[src/rtl/core/smp_pkg.sv]
// ----------------------------------------------------------------------------
// smp_pkg
// Shared widths, register indexes, types and helpers for the substring
// match block.
// ----------------------------------------------------------------------------
`default_nettype none

package smp_pkg;

    localparam int CHAR_W    = 8;
    localparam int LEN_W     = 4;
    localparam int POS_W     = 16;
    localparam int PAT_W     = 64;
    localparam int CFG_IDX_W = 1;
    localparam int PSEL_W    = 3;   // selects one of the eight pattern bytes

    localparam logic [CFG_IDX_W-1:0] CFG_PATTERN_CHARS  = 1'b0;
    localparam logic [CFG_IDX_W-1:0] CFG_PATTERN_LENGTH = 1'b1;

    localparam logic [CHAR_W-1:0] CHAR_LIMIT = 8'd127;
    localparam logic [POS_W-1:0]  COUNT_MAX  = 16'hFFFF;

    localparam logic [PAT_W-1:0] PATTERN_RESET = '0;
    localparam logic [LEN_W-1:0] LENGTH_RESET  = 4'd1;

    // Controls fanned out to every history cell.
    typedef struct packed {
        logic shift;   // character taken: every cell loads its neighbor
        logic brk;     // non-character taken: the run ends
    } t_cell_ctrl;

    typedef struct packed {
        logic [POS_W-1:0] match_start;
        logic [POS_W-1:0] match_end;
        logic [POS_W-1:0] occurrence_number;
    } t_result;

    function automatic logic is_char(input logic [CHAR_W-1:0] b);
        return (b != '0) && (b < CHAR_LIMIT);
    endfunction

    function automatic logic [CHAR_W-1:0] pattern_byte(input logic [PAT_W-1:0] pat,
                                                       input logic [PSEL_W-1:0] sel);
        return pat[sel*CHAR_W +: CHAR_W];
    endfunction

    function automatic logic [POS_W-1:0] sat_inc(input logic [POS_W-1:0] v);
        return (v == COUNT_MAX) ? v : v + POS_W'(1);
    endfunction

endpackage

`default_nettype wire

[src/rtl/core/smp_in_if.sv]
// ----------------------------------------------------------------------------
// smp_in_if
// Text byte channel: valid/ready handshake with one text byte per transfer.
// ----------------------------------------------------------------------------
`default_nettype none

interface smp_in_if;
    logic                         valid;
    logic                         ready;
    logic [smp_pkg::CHAR_W-1:0]   text_byte;
    logic                         first_of_text;

    modport source (output valid, output text_byte, output first_of_text, input ready);
    modport sink   (input valid, input text_byte, input first_of_text, output ready);
endinterface

`default_nettype wire

[src/rtl/core/smp_out_if.sv]
// ----------------------------------------------------------------------------
// smp_out_if
// Match result channel: valid/ready handshake, one match per transfer.
// ----------------------------------------------------------------------------
`default_nettype none

interface smp_out_if;
    logic                        valid;
    logic                        ready;
    logic [smp_pkg::POS_W-1:0]   match_start;
    logic [smp_pkg::POS_W-1:0]   match_end;
    logic [smp_pkg::POS_W-1:0]   occurrence_number;

    modport source (output valid, output match_start, output match_end,
                    output occurrence_number, input ready);
    modport sink   (input valid, input match_start, input match_end,
                    input occurrence_number, output ready);
endinterface

`default_nettype wire

[src/rtl/core/smp_cell.sv]
// ----------------------------------------------------------------------------
// smp_cell
// One history cell: holds one recent character and whether it belongs to
// the current unbroken run, and checks the incoming character against its
// pattern byte.
// ----------------------------------------------------------------------------
`default_nettype none

module smp_cell (
    input  wire logic                         i_clk,
    input  wire logic                         i_rst_n,
    input  wire smp_pkg::t_cell_ctrl          i_ctrl,
    input  wire logic [smp_pkg::CHAR_W-1:0]   i_char,
    input  wire logic                         i_valid,
    input  wire logic [smp_pkg::CHAR_W-1:0]   i_exp,
    input  wire logic                         i_en,
    output      logic [smp_pkg::CHAR_W-1:0]   o_char,
    output      logic                         o_valid,
    output      logic                         o_ok
);

    logic [smp_pkg::CHAR_W-1:0] r_char;
    logic                       r_valid;

    always_ff @(posedge i_clk) begin
        if (i_ctrl.shift) begin
            r_char <= i_char;
        end
    end

    always_ff @(posedge i_clk) begin
        if (!i_rst_n) begin
            r_valid <= 1'b0;
        end else if (i_ctrl.shift) begin
            r_valid <= i_valid;
        end else if (i_ctrl.brk) begin
            r_valid <= 1'b0;
        end
    end

    // Compare the value this cell takes on the shift, so the hit is known
    // in the same cycle as the byte.
    assign o_ok    = !i_en || (i_valid && (i_char == i_exp));
    assign o_char  = r_char;
    assign o_valid = r_valid;

endmodule

`default_nettype wire

[src/rtl/core/smp_out_stage.sv]
// ----------------------------------------------------------------------------
// smp_out_stage
// Result register between the match logic and the result channel; the
// input side stalls while a result waits and is not taken.
// ----------------------------------------------------------------------------
`default_nettype none

module smp_out_stage (
    input  wire logic               i_clk,
    input  wire logic               i_rst_n,
    input  wire logic               i_load,
    input  wire smp_pkg::t_result   i_result,
    output      logic               o_ready,
    smp_out_if.source               o_match
);

    logic             r_valid;
    smp_pkg::t_result r_result;

    assign o_ready = !r_valid || o_match.ready;

    always_ff @(posedge i_clk) begin
        if (!i_rst_n) begin
            r_valid <= 1'b0;
        end else if (o_ready) begin
            r_valid <= i_load;
        end
    end

    always_ff @(posedge i_clk) begin
        if (o_ready && i_load) begin
            r_result <= i_result;
        end
    end

    assign o_match.valid             = r_valid;
    assign o_match.match_start       = r_result.match_start;
    assign o_match.match_end         = r_result.match_end;
    assign o_match.occurrence_number = r_result.occurrence_number;

endmodule

`default_nettype wire

[src/rtl/core/substring_match_positions.sv]
// A match is on o_match in the cycle after the transfer of its last byte.
// Throughput: one text byte per cycle; the history shifts through a row of
// cells and all pattern positions compare in parallel with the incoming byte.
// The single result register stalls input only while it is full and not taken.
// Reset (synchronous, active low): history run bits, position, count and the
// result register clear; pattern_chars returns to 0 and pattern_length to 1.
// ----------------------------------------------------------------------------
// substring_match_positions
// Streams text bytes and reports every, possibly overlapping, occurrence of
// a configured pattern of up to MAX_PATTERN characters.
// ----------------------------------------------------------------------------
`default_nettype none

module substring_match_positions #(
    parameter int MAX_PATTERN = 8
) (
    input  wire logic                             i_clk,
    input  wire logic                             i_rst_n,
    input  wire logic                             i_cfg_we,
    input  wire logic [smp_pkg::CFG_IDX_W-1:0]    i_cfg_idx,
    input  wire logic [smp_pkg::PAT_W-1:0]        i_cfg_data,
    smp_in_if.sink                                i_text,
    smp_out_if.source                             o_match
);

    localparam logic [smp_pkg::LEN_W-1:0] MAX_LEN = smp_pkg::LEN_W'(MAX_PATTERN);

    logic [smp_pkg::PAT_W-1:0]  r_pattern;
    logic [smp_pkg::LEN_W-1:0]  r_len;
    logic [smp_pkg::POS_W-1:0]  r_pos;
    logic [smp_pkg::POS_W-1:0]  r_cnt;

    logic [smp_pkg::LEN_W-1:0]  len_eff;
    logic                       accept;
    logic                       stage_ready;
    logic                       smp_ready;
    logic                       byte_is_char;
    logic                       first;
    logic                       hit;
    logic [smp_pkg::POS_W-1:0]  pos_base;
    logic [smp_pkg::POS_W-1:0]  pos_next;
    logic [smp_pkg::POS_W-1:0]  cnt_base;
    logic [smp_pkg::POS_W-1:0]  cnt_next;
    smp_pkg::t_cell_ctrl        cell_ctrl;
    smp_pkg::t_result           result;

    logic [smp_pkg::CHAR_W-1:0] cell_char [MAX_PATTERN];
    logic [MAX_PATTERN-1:0]     cell_valid;
    logic [MAX_PATTERN-1:0]     cell_ok;

    // Configuration registers
    always_ff @(posedge i_clk) begin
        if (!i_rst_n) begin
            r_pattern <= smp_pkg::PATTERN_RESET;
            r_len     <= smp_pkg::LENGTH_RESET;
        end else if (i_cfg_we) begin
            unique case (i_cfg_idx)
                smp_pkg::CFG_PATTERN_CHARS:  r_pattern <= i_cfg_data;
                smp_pkg::CFG_PATTERN_LENGTH: r_len     <= i_cfg_data[smp_pkg::LEN_W-1:0];
                default: ;
            endcase
        end
    end

    assign len_eff = (r_len > MAX_LEN) ? MAX_LEN : r_len;

    assign stage_ready  = smp_ready;
    assign i_text.ready = stage_ready;
    assign accept       = i_text.valid && stage_ready;
    assign first        = i_text.first_of_text;
    assign byte_is_char = smp_pkg::is_char(i_text.text_byte);

    assign cell_ctrl.shift = accept && byte_is_char;
    assign cell_ctrl.brk   = accept && !byte_is_char;

    // Row of history cells; a new text clears the run bits moving down the row.
    for (genvar g = 0; g < MAX_PATTERN; g++) begin : g_cell
        logic [smp_pkg::CHAR_W-1:0] in_char;
        logic                       in_valid;
        logic [smp_pkg::LEN_W-1:0]  pidx;

        if (g == 0) begin : g_head
            assign in_char  = i_text.text_byte;
            assign in_valid = 1'b1;
        end else begin : g_body
            assign in_char  = cell_char[g-1];
            assign in_valid = cell_valid[g-1] && !first;
        end

        // Cell g holds the character g places before the newest, which must
        // equal pattern byte len-1-g.
        assign pidx = len_eff - smp_pkg::LEN_W'(g) - smp_pkg::LEN_W'(1);

        smp_cell u_cell (
            .i_clk   (i_clk),
            .i_rst_n (i_rst_n),
            .i_ctrl  (cell_ctrl),
            .i_char  (in_char),
            .i_valid (in_valid),
            .i_exp   (smp_pkg::pattern_byte(r_pattern, pidx[smp_pkg::PSEL_W-1:0])),
            .i_en    (smp_pkg::LEN_W'(g) < len_eff),
            .o_char  (cell_char[g]),
            .o_valid (cell_valid[g]),
            .o_ok    (cell_ok[g])
        );
    end

    assign hit = byte_is_char && (len_eff != '0) && (&cell_ok);

    assign pos_base = first ? '0 : r_pos;
    assign cnt_base = first ? '0 : r_cnt;
    assign pos_next = smp_pkg::sat_inc(pos_base);
    assign cnt_next = smp_pkg::sat_inc(cnt_base);

    always_ff @(posedge i_clk) begin
        if (!i_rst_n) begin
            r_pos <= '0;
            r_cnt <= '0;
        end else if (accept) begin
            r_pos <= byte_is_char ? pos_next : pos_base;
            r_cnt <= hit ? cnt_next : cnt_base;
        end
    end

    assign result.match_start       = pos_next - smp_pkg::POS_W'(len_eff)
                                      + smp_pkg::POS_W'(1);
    assign result.match_end         = pos_next;
    assign result.occurrence_number = cnt_next;

    smp_out_stage u_out (
        .i_clk    (i_clk),
        .i_rst_n  (i_rst_n),
        .i_load   (accept && hit),
        .i_result (result),
        .o_ready  (smp_ready),
        .o_match  (o_match)
    );

`ifndef SYNTH
    // Run bits form a contiguous run from the newest cell.
    a_run_contiguous: assert property (@(posedge i_clk) disable iff (!i_rst_n)
        ((cell_valid >> 1) & ~cell_valid) == '0)
        else $error("history run bits not contiguous");

    // A reported match never ends before it starts and is always counted.
    a_match_order: assert property (@(posedge i_clk) disable iff (!i_rst_n)
        o_match.valid |-> (o_match.match_end >= o_match.match_start)
                          && (o_match.occurrence_number != '0))
        else $error("match positions or count inconsistent");

    // A result that turns valid needs a character byte accepted in the cycle before.
    a_match_source: assert property (@(posedge i_clk) disable iff (!i_rst_n)
        $rose(o_match.valid) |-> $past(accept && byte_is_char))
        else $error("result without an accepted character");
`endif

endmodule

`default_nettype wire

[src/flat_wrapper.sv]
// flat-port wrapper written by rule: the top's interface ports become plain ports
module substring_match_positions_flat 
#(
    parameter int MAX_PATTERN = 8
)
  (i_clk, i_rst_n, i_cfg_we, i_cfg_idx, i_cfg_data, i_text_valid, i_text_text_byte, i_text_first_of_text, i_text_ready, o_match_valid, o_match_match_start, o_match_match_end, o_match_occurrence_number, o_match_ready);
  smp_in_if i_text_i ();
  smp_out_if o_match_i ();
  input  wire logic i_clk;
  input  wire logic i_rst_n;
  input  wire logic i_cfg_we;
  input  wire logic [smp_pkg::CFG_IDX_W-1:0] i_cfg_idx;
  input  wire logic [smp_pkg::PAT_W-1:0] i_cfg_data;
  input wire logic [$bits(i_text_i.valid)-1:0] i_text_valid;
  input wire logic [$bits(i_text_i.text_byte)-1:0] i_text_text_byte;
  input wire logic [$bits(i_text_i.first_of_text)-1:0] i_text_first_of_text;
  output wire logic [$bits(i_text_i.ready)-1:0] i_text_ready;
  output wire logic [$bits(o_match_i.valid)-1:0] o_match_valid;
  output wire logic [$bits(o_match_i.match_start)-1:0] o_match_match_start;
  output wire logic [$bits(o_match_i.match_end)-1:0] o_match_match_end;
  output wire logic [$bits(o_match_i.occurrence_number)-1:0] o_match_occurrence_number;
  input wire logic [$bits(o_match_i.ready)-1:0] o_match_ready;
  assign i_text_i.valid = i_text_valid;
  assign i_text_i.text_byte = i_text_text_byte;
  assign i_text_i.first_of_text = i_text_first_of_text;
  assign i_text_ready = i_text_i.ready;
  assign o_match_valid = o_match_i.valid;
  assign o_match_match_start = o_match_i.match_start;
  assign o_match_match_end = o_match_i.match_end;
  assign o_match_occurrence_number = o_match_i.occurrence_number;
  assign o_match_i.ready = o_match_ready;
  substring_match_positions #(.MAX_PATTERN(MAX_PATTERN)) u_core (.i_clk(i_clk), .i_rst_n(i_rst_n), .i_cfg_we(i_cfg_we), .i_cfg_idx(i_cfg_idx), .i_cfg_data(i_cfg_data), .i_text(i_text_i), .o_match(o_match_i));
endmodule
[config.mk]
export PLATFORM = sky130hd
export DESIGN_NAME = substring_match_positions_flat
export DESIGN_NICKNAME = d
export VERILOG_FILES = /design/src/rtl/core/smp_pkg.sv /design/src/rtl/core/smp_in_if.sv /design/src/rtl/core/smp_out_if.sv /design/src/rtl/core/smp_cell.sv /design/src/rtl/core/smp_out_stage.sv /design/src/rtl/core/substring_match_positions.sv /design/src/flat_wrapper.sv
export SDC_FILE = /design/constraint.sdc
export NUM_CORES = 1
export LEC_CHECK = 0
export BUFFER_PORTS_ARGS = -buffer_cell sky130_fd_sc_hd__buf_2
export CAP_MARGIN = 20
export CORE_MARGIN = 2
export CORE_UTILIZATION = 45
export CTS_BUF_LIST = sky130_fd_sc_hd__clkbuf_4 sky130_fd_sc_hd__clkbuf_8 sky130_fd_sc_hd__clkbuf_16
export DETAILED_ROUTE_END_ITERATION = 8
export SYNTH_ARGS = -nofsm -noshare
export SYNTH_HDL_FRONTEND = slang
export SYNTH_HIERARCHICAL = 1
export SYNTH_SLANG_ARGS = --single-unit
[constraint.sdc]
create_clock -name i_clk -period 6.2 [get_ports i_clk]
set_input_delay 0 -clock i_clk [delete_from_list [all_inputs] [get_ports i_clk]]
set_output_delay 0 -clock i_clk [all_outputs]
set_load 0.01 [all_outputs]
-- Yosys cells after proc, flatten, opt, wreduce, memory -nomap -nowiden
Index checks and enable logic that the tools add are counted.
W data, S select, Z words.
- flip-flop bits (word level): 212
- input bits: 79
- output and inout bits: 50
- add/sub/neg operators: 18
- order comparisons: 10
- eq/ne operators: 10
- shifts and indexed selects: 8
- multiplexer cells: 15
- bitwise operators: 1
- reductions and logical operators: 48
- operator list (operator ; count):
    $shiftx A64 B7 Y8 ; 8
    $mux W16 ; 6
    $eq A8 B8 Y1 ; 8
    $add A16 B1 Y16 const B ; 3
    $eq A16 B16 Y1 const B ; 2
    $sub A3 B1 Y3 const B ; 8
    $logic_and A1 B1 Y1 ; 22
    $lt A3 B4 Y1 const A ; 4
    $sub A16 B4 Y16 ; 1
    $sub A3 B3 Y3 const B ; 4
    $logic_not A1 Y1 ; 11
    $logic_or A1 B1 Y1 ; 9
    $lt A1 B4 Y1 const A ; 2
    $lt A2 B4 Y1 const A ; 2
    $lt A8 B7 Y1 const B ; 1
    $mux W1 ; 8
    $reduce_and A8 Y1 ; 1
    $reduce_bool A8 Y1 ; 1
    $sub A3 B2 Y3 const B ; 2
    $gt A4 B4 Y1 const B ; 1
    $mux W4 ; 1
    $reduce_and A2 Y1 ; 2
    $reduce_bool A4 Y1 ; 1
    $reduce_bool A2 Y1 ; 1
    $not A1 Y1 ; 1

-- Longest topological paths before layout
Gate-level depths: netlist of the first run.
- depth in word-level cells: 12
- mapped depth: 24

-- By module
Netlist of the first run, hierarchy kept.
- by module, submodules not included (module ; times used ; cells an instance ; area an instance (um2)):
    substring_match_positions ; 1 ; 971 ; 7930.1
    smp_cell ; 8 ; 24 ; 376.6
    smp_out_stage ; 1 ; 53 ; 1498.9

-- Worst setup path before layout of the first run
OpenSTA, ideal clock, no wires.
- path type: register -> register
- start: register u_core/r_len[3] in the netlist's numbering
- end: register u_core.u_out.r_result, in the netlist u_core/u_out/o_match.match_end[0] (enable)
- arrival: 4388 ps
- required time: 5833 ps
- slack: 1446 ps
- cell stages (with the launch flop): 18
- path buffers: 4
- clock period less this slack: 4754 ps
- cells stage by stage: dfxtp_1 clkbuf_1 inv_1 nand2_1 inv_1 clkbuf_1 clkbuf_1 ha_1 xnor2_1 clkbuf_1 mux2_2 xnor2_1 nand3_1 o31ai_2 nand4_1 nor3_1 and2_1 and2_4
- longest elaborated chain between the ends: 12
- elaborated cells on any way between the ends: 69
- ends and longest elaborated chain (element ; line ; RTL):
    start: declaration ; substring_match_positions.sv:29 ; logic [smp_pkg::LEN_W-1:0] r_len;
    start signal: assignment ; substring_match_positions.sv:55 ; r_len <= smp_pkg::LENGTH_RESET;
    start signal: assignment ; substring_match_positions.sv:59 ; smp_pkg::CFG_PATTERN_LENGTH: r_len <= i_cfg_data[smp_pkg::LEN_W-1:0];
    $gt A4 B4 Y1 ; substring_match_positions.sv:65 ; assign len_eff = (r_len > MAX_LEN) ? MAX_LEN : r_len;
    $mux W4 (*) ; substring_match_positions.sv:65 ;
    $sub A3 B3 Y3 ; substring_match_positions.sv:92 ; assign pidx = len_eff - smp_pkg::LEN_W'(g) - smp_pkg::LEN_W'(1);
    $sub A3 B1 Y3 ; substring_match_positions.sv:92 ;
    $shiftx A64 B7 Y8 ; smp_pkg.sv:44 ; return pat[sel*CHAR_W +: CHAR_W];
    $eq A8 B8 Y1 ; smp_cell.sv:43 ; assign o_ok = !i_en || (i_valid && (i_char == i_exp));
    $logic_and A1 B1 Y1 ; smp_cell.sv:43 ;
    $logic_or A1 B1 Y1 (*) ; smp_cell.sv:43 ;
    net u_core.cell_ok[6] ; substring_match_positions.sv:49 ; logic [MAX_PATTERN-1:0] cell_ok;
    $reduce_and A8 Y1 (*) ; substring_match_positions.sv:108 ; assign hit = byte_is_char && (len_eff != '0) && (&cell_ok);
    $logic_and A1 B1 Y1 (*) ; substring_match_positions.sv:108 ;
    $logic_and A1 B1 Y1 (*) ; substring_match_positions.sv:133 ; .i_load (accept && hit),
    $logic_and A1 B1 Y1 (*) ; smp_out_stage.sv:31 ; if (o_ready && i_load) begin
    end signal: assignment ; smp_out_stage.sv:32 ; r_result <= i_result;
    end: declaration ; smp_out_stage.sv:18 ; smp_pkg::t_result r_result;
Mark *: on every way through the listed nets, which the timed path passes. The rest lies on a longest branch.
A chain may end at the register's enable or synchronous reset.

==> metrics, run 1 <==
full die area=28400 um^2; r2r startpoint=u_core/r_pos[0]$_SDFFE_PN0P_; Ports=~130; cell area after layout=14800 um^2; Req. time, crit path=6.46 ns; Post-DP Area=about 13000 um^2; critical path peak fanout=7; family with the most delay on the worst path=compound AO/OA/AOI/OAI gates; register area=about 5300 um^2; relative slew slack=32.3%; status=finished, final reports clean; DR vias/cell=5.39; CTS Buffer Depth=3; CP Depth=21; Hold Crit Class=input port to flop; Starting Density=around 46%; register-to-register setup slack=1.49 ns; Final Cycle Share=roughly three quarters; Peak VDD IR=173 uV; GP Congestion=0.866; worst-margin pin slew=1.02 ns; Reg2Reg Capture Point=u_core/u_out/o_match.match_start[15]$_DFFE_PP_; H-tree Lvls=1; clk slew on worst S/H paths=0.06 ns; post-synthesis cell count=1204; DP HPWL=between 20000 and 25000 um; Maximum Capacitance Violations=0; Power Dens Cells=243 nW/um^2; Filler cells=2356; vias in the first global route=a little over 9k; Layout area overhead=21.9%; Period minus WS final=between 4 and 5 ns; Port Buffers=128; drt pass-1 iters=5; CP max-delay cell=a221oi_1; # rows=60; Startpoint Class=flop; footprint of the multi-input gates=6550 um^2; CP endpoint kind=flop; CTS tree=built; die height=168 um; n_diodes=0; GRT overflow=0; final hold vios=0; drt total wl=30600 um; unrepaired setup endpoints after global routing=false; crit path DAT=4.97 ns; initial antenna violation count=0; core area=26700 um^2; routed length per instance=approximately 17 um; Lkg Pwr=0.00568 uW; layout cells sized above 1=20.6%; CTS resizes=0; Num Clock Sinks=~210; clock skew=between 0.009 and 0.01 ns; Final ANT Viol Nets=0; setup TNS=0 ns; Worst-Skew Late Latency=0.52 ns; CTS Buf Count=25; final slew viol count=0; critical path's largest stage delay=0.41 ns; Final setup viols=0; Synth Warn #=6; Worst Path Buf+Inv=5; post-CTS setup buffers=0; syn avg cell area=10.1 um^2; critical path, cell by cell=nor2b_1 > ha_1 > and4_1 > and3_1 > and2_1 > mux2_2 > inv_1 > ha_1 > inv_1 > ha_1 > inv_1 > fa_1 > inv_1 > a21oi_1 > inv_1 > o21ai_0 > a221oi_1 > o21ai_0 > a21o_1 > o31ai_2 > xnor2_1; Clock Root Buffer=clkbuf_16; Syn Std Cell Area=12200 um^2; via count=~9.4k; CP endpoint=u_core/u_out/o_match.match_start[15]$_DFFE_PP_; pin count of the biggest net entering global routing=109; worst r2r path cells=21; Setup CP Type=flop to flop; cell repeated most along the worst path=inv_1; Critical Path Start=u_core/r_pos[0]$_SDFFE_PN0P_; fin nets=1492; first-pass GRT wire length=between 40000 and 50000 um; detailed-route DRC error count=0; f_max=212 MHz; Total GRT Usage=21.6%; initial DRC count=722; Die W=168 um
-- through the flow --
step / hold WS [ns] / total power [uW] / cells / setup WS [ns] / utilization [%]
2_1_floorplan: 0.0989 / 1910 / 1205 / 1.45 / -
3_3_place_gp: 0.250 / 2030 / 1629 / 1.66 / 49.2
3_5_place_dp: 0.251 / 2040 / 1629 / 1.51 / 49.2
4_1_cts: 0.111 / 3640 / 1752 / 1.48 / 55.5
5_1_grt: 0.200 / 3750 / 1752 / 1.14 / 55.5
6_report: 0.130 / 3610 / 1752 / 1.49 / 55.5
-- flip-flops by register name, indices dropped and copies added, names as in the netlist --
name	flops
u_core/r_len	4
u_core/g_cell.u_cell/o_char	56
u_core/g_cell.u_cell/o_valid	7
u_core/u_out/o_match.occurrence_number	16
u_core/r_pos	16
u_core/u_out/o_match.match_start	16
u_core/u_out/o_match.match_end	16
u_core/u_out/o_match.valid	1
u_core/r_pattern	64
u_core/r_cnt	16
-- placed cells by master (no fill, tap or decap), types with 5 or more instances in the layout --
cell type and n:
a21boi_0 72, dfxtp_1 108, and3_1 10, clkinv_2 6, o21a_1 5, mux2_2 50
xor2_1 11, o31ai_2 9, nor3_1 13, dlygate4sd3_1 78, and2_1 8, nand3_1 30
nor3b_1 7, edfxtp_1 104, mux4_2 32, nand2_1 235, o21ai_0 27, nor2_1 45
nor2b_1 53, a22oi_1 28, xnor2_1 87, clkbuf_16 31, buf_4 13, buf_2 128
nand4_1 15, ha_1 19, a21oi_1 24, inv_1 28, mux2i_1 66, or3_1 5
-- tightest hold or removal path, delay by kind of cell --
family / cells / cell delay [ns]
AO/OA/AOI/OAI: 2 / 0.18
buffers and inverters: 1 / 0.11
AND/OR/NAND/NOR: 2 / 0.32
-- final cells by class --
cell class / instances / share of cell area (%)
Multi-Input combinational cell: 902 / 44.2
Sequential cell: 212 / 35.7
Timing Repair Buffer: 220 / 10.4
Clock buffer: 36 / 5.61
Tap cell: 341 / 2.88
Inverter: 32 / 0.819
Clock inverter: 9 / 0.498
-- worst min path at each step --
stage	start	end	slack, ns	depth (start not counted)
after floorplan	i_text_text_byte[0]	u_core/g_cell[0].u_cell/o_char[0]$_DFFE_PP_	0.1	0
after global placement	i_text_text_byte[5]	u_core/g_cell[0].u_cell/o_char[5]$_DFFE_PP_	0.25	1
after global routing	i_text_valid	u_core/r_cnt[15]$_SDFFE_PN0P_	0.20	5
after detailed placement	i_text_text_byte[6]	u_core/g_cell[0].u_cell/o_char[6]$_DFFE_PP_	0.25	1
final	i_text_valid	u_core/r_cnt[15]$_SDFFE_PN0P_	0.13	5
after CTS	i_text_valid	u_core/r_cnt[15]$_SDFFE_PN0P_	0.11	5
-- report_power, final --
group          switching (uW)  internal [uW]  leakage (uW)  total (uW)
logic                     252            244       0.00341         496
registers                38.4           1510       0.00182        1550
clock network             588            974      0.000448        1560
total                     878           2730       0.00568        3610
-- per-layer routing --
layer	GRT usage, %	wire [um]	share of wire (%)	vias to the layer above
li1	-	-	-	4655
met1	29.6	14100	46	4584
met2	36.5	14700	48	170
met3	3.06	1270	4.1	35
met4	4.54	456	1.5	0
met5	0	0	0	-
-- timing repair --
item	CTS	global route
setup endpoints to repair	0	0
hold buffers	78	0
endpoints found under the hold margin	79	0
Note: power is estimated with default switching activity, not from simulation.
==> run 2, diff against run 1 <==
- PLACE_DENSITY: not set -> 0.66
- clock period: 6.2 -> 4.1 ns (I/O delays scaled with it)
==> run 2 against run 1 <==
  * Via count up 2.7%
  * Count of clock-buffer cells in the layout is 1 higher
  * Utilization up 1.9 points
  * Flip-flop and latch count did not move
  * Die area unchanged
  * Global-route usage is 0.42 points lower
  * Largest power group is now sequential cells
  * Non-clock buffer count up 52
  * Total power up 46%
  * Clock skew rose by 0.0026 ns
==> metrics, run 2 (same netlist as run 1, synthesis figures left out) <==
detailed-route DRC error count=0 (unchanged); worst r2r path cells=21 (unchanged); H-tree Lvls=1 (unchanged); via count=9702 (+2.7%); relative slew slack=30.9% (-1.4 points); Period minus WS final=3.97 ns (-0.738 ns); status=finished, final reports clean; Req. time, crit path=4.36 ns (-2.10 ns); Clock Root Buffer=clkbuf_16; Power Dens Cells=344 nW/um^2 (+41%); most frequent cells in the layout=nand2_1, buf_2, dfxtp_1, edfxtp_1, dlygate4sd3_1; fin nets=1543 (+3.4%); CP endpoint=u_core/u_out/o_match.match_start[15]$_DFFE_PP_; Final Cycle Share=96.8% (+21 points); Power, Total=5270 uW (+46%); Die W=168 um (unchanged); DP HPWL=21600 um (about the same); unrepaired setup endpoints after global routing=true; CP endpoint kind=flop; full die area=28400 um^2 (unchanged); f_max=252 MHz (+19%); Hold Crit Class=input port to flop; CTS Buffer Depth=3 (unchanged); initial DRC count=783 (+8.4%); final slew viol count=0 (unchanged); Setup CP Type=flop to flop; Layout area overhead=26.1%; clock skew=0.0117 ns (+0.00264 ns); Maximum Capacitance Violations=0 (unchanged); GP Congestion=0.885 (+2.3%); Final setup viols=0 (unchanged); GRT overflow=0 (unchanged); Total GRT Usage=21.1% (-0.42 points); Largest register FFs=64 (unchanged); most common cell after layout, fill and taps aside=nand2_1; final hold vios=0 (unchanged); Ports=129 (unchanged); register-to-register setup slack=0.13 ns (-1.36 ns); layout cells sized above 1=24.9% (+4.2 points); drt pass-1 iters=5 (unchanged); first-pass GRT wire length=48000 um (-2.1%); critical path peak fanout=4 (-3); Starting Density=45.5% (unchanged); Lkg Pwr=0.00591 uW (+4.0%); final core occ=57.4% (+1.9 points); Num Clock Sinks=212 (unchanged); Critical Path Start=u_core/r_pos[1]$_SDFFE_PN0P_; Worst-Skew Late Latency=0.52 ns (about the same); drt total wl=30900 um (+1.1%); initial antenna violation count=0 (unchanged); worst-margin pin slew=1.04 ns (+0.0206 ns); routed length per instance=17.2 um (-1.7%); pin count of the biggest net entering global routing=87 (-20%); die height=168 um (unchanged); core area=26700 um^2 (unchanged); Largest Register=u_core/r_pattern; cell area after layout=15300 um^2 (+3.5%); vias in the first global route=9266 (+0.011%); CTS Buf Count=24 (-4.0%); Reg2Reg Capture Point=u_core/u_out/o_match.match_start[15]$_DFFE_PP_; # rows=60 (unchanged); clk slew on worst S/H paths=0.06 ns (about the same); crit path DAT=4.23 ns (-0.74 ns); Post-DP Area=13500 um^2 (+2.6%); Startpoint Class=flop; CTS tree=built; Port Buffers=128 (unchanged); r2r startpoint=u_core/r_pos[1]$_SDFFE_PN0P_; Final ANT Viol Nets=0 (unchanged); Peak VDD IR=229 uV (+32%); DR vias/cell=5.38 (-0.12%)
## run 2: changes by cell type in the layout (fill, tap and decap cells not counted), moves of 4 or more
cell,previous run,this run
clkbuf_4,2,10
clkbuf_16,31,26
dlygate4sd3_1,78,87
buf_4,13,48
inv_1,28,24
inv_2,1,5
buf_12,1,6
## run 2: layout make-up
cell class              instances  area, um^2
multi-input cells             902        6670
inverters                      32         129
clock buffers                  37         728
diodes                          1        2.50
flip-flops and latches        212        5290
fillers                      2302       11400
clock inverters                 5        50.0
repair buffers                272        2040
well taps                     341         427
## run 2: metal layers
| metal | vias up | part of all wire [%] | global-route usage (%) |
|---|---|---|---|
| li1 | 4771 | - | - |
| met1 | 4672 | 44 | 28.1 |
| met2 | 224 | 49 | 36.9 |
| met3 | 35 | 4.9 | 2.70 |
| met4 | 0 | 1.5 | 4.99 |
| met5 | - | 0 | 0 |
## run 2: through the flow
step	setup WS, ns	std cells	setup TNS, ns	hold WS (ns)
floorplan	0.0315	1205	0	0.0989
global placement	0.0955	1661	0	0.251
detailed placement	-0.00391	1662	-0.00690	0.258
CTS	0.0127	1791	0	0.142
global route	-0.0450	1801	-0.0450	0.195
finish	0.130	1802	0	0.160
## run 2: worst min-delay path by stage
| stage | from | cells past startpoint | end | slack (ns) |
|---|---|---|---|---|
| floorplan | i_text_text_byte[0] | 0 | u_core/g_cell[0].u_cell/o_char[0]$_DFFE_PP_ | 0.1 |
| global placement | i_cfg_data[45] | 3 | u_core/r_pattern[45]$_SDFFE_PN0P_ | 0.25 |
| detailed placement | i_cfg_data[62] | 3 | u_core/r_pattern[62]$_SDFFE_PN0P_ | 0.26 |
| CTS | i_rst_n | 2 | u_core/r_cnt[13]$_SDFFE_PN0P_ | 0.14 |
| global route | i_rst_n | 2 | u_core/r_cnt[9]$_SDFFE_PN0P_ | 0.20 |
| finish | i_rst_n | 2 | u_core/r_cnt[13]$_SDFFE_PN0P_ | 0.16 |
## run 2: repair_timing
item / in CTS / in global routing
cloned: 0 / 1
setup endpoints to repair: 3 / 67
hold buffers: 87 / 0
setup buffers: 0 / 9
pin swaps: 0 / 10
endpoints found under the hold margin: 78 / 0
resized for setup: 2 / 32
## run 2: critical path: stages, from the launching register on
cell,delay [ns]
dfxtp_2,0.33
nor2b_4,0.18
ha_4,0.15
and4_4,0.21
and3_4,0.19
and2_4,0.15
mux2_4,0.32
inv_2,0.05
ha_1,0.22
inv_1,0.06
ha_2,0.17
inv_2,0.05
fa_2,0.40
inv_2,0.07
a21oi_2,0.06
inv_2,0.07
o211ai_1,0.09
a221oi_2,0.28
o21ai_1,0.12
a21o_1,0.21
o31ai_2,0.25
xnor2_1,0.10
## run 2: report_power, final
group	internal (uW)	total [uW]	switching, uW
Combinational	414	821	407
Clock	1280	2110	832
Sequential	2290	2340	54.1
Total	3980	5270	1290
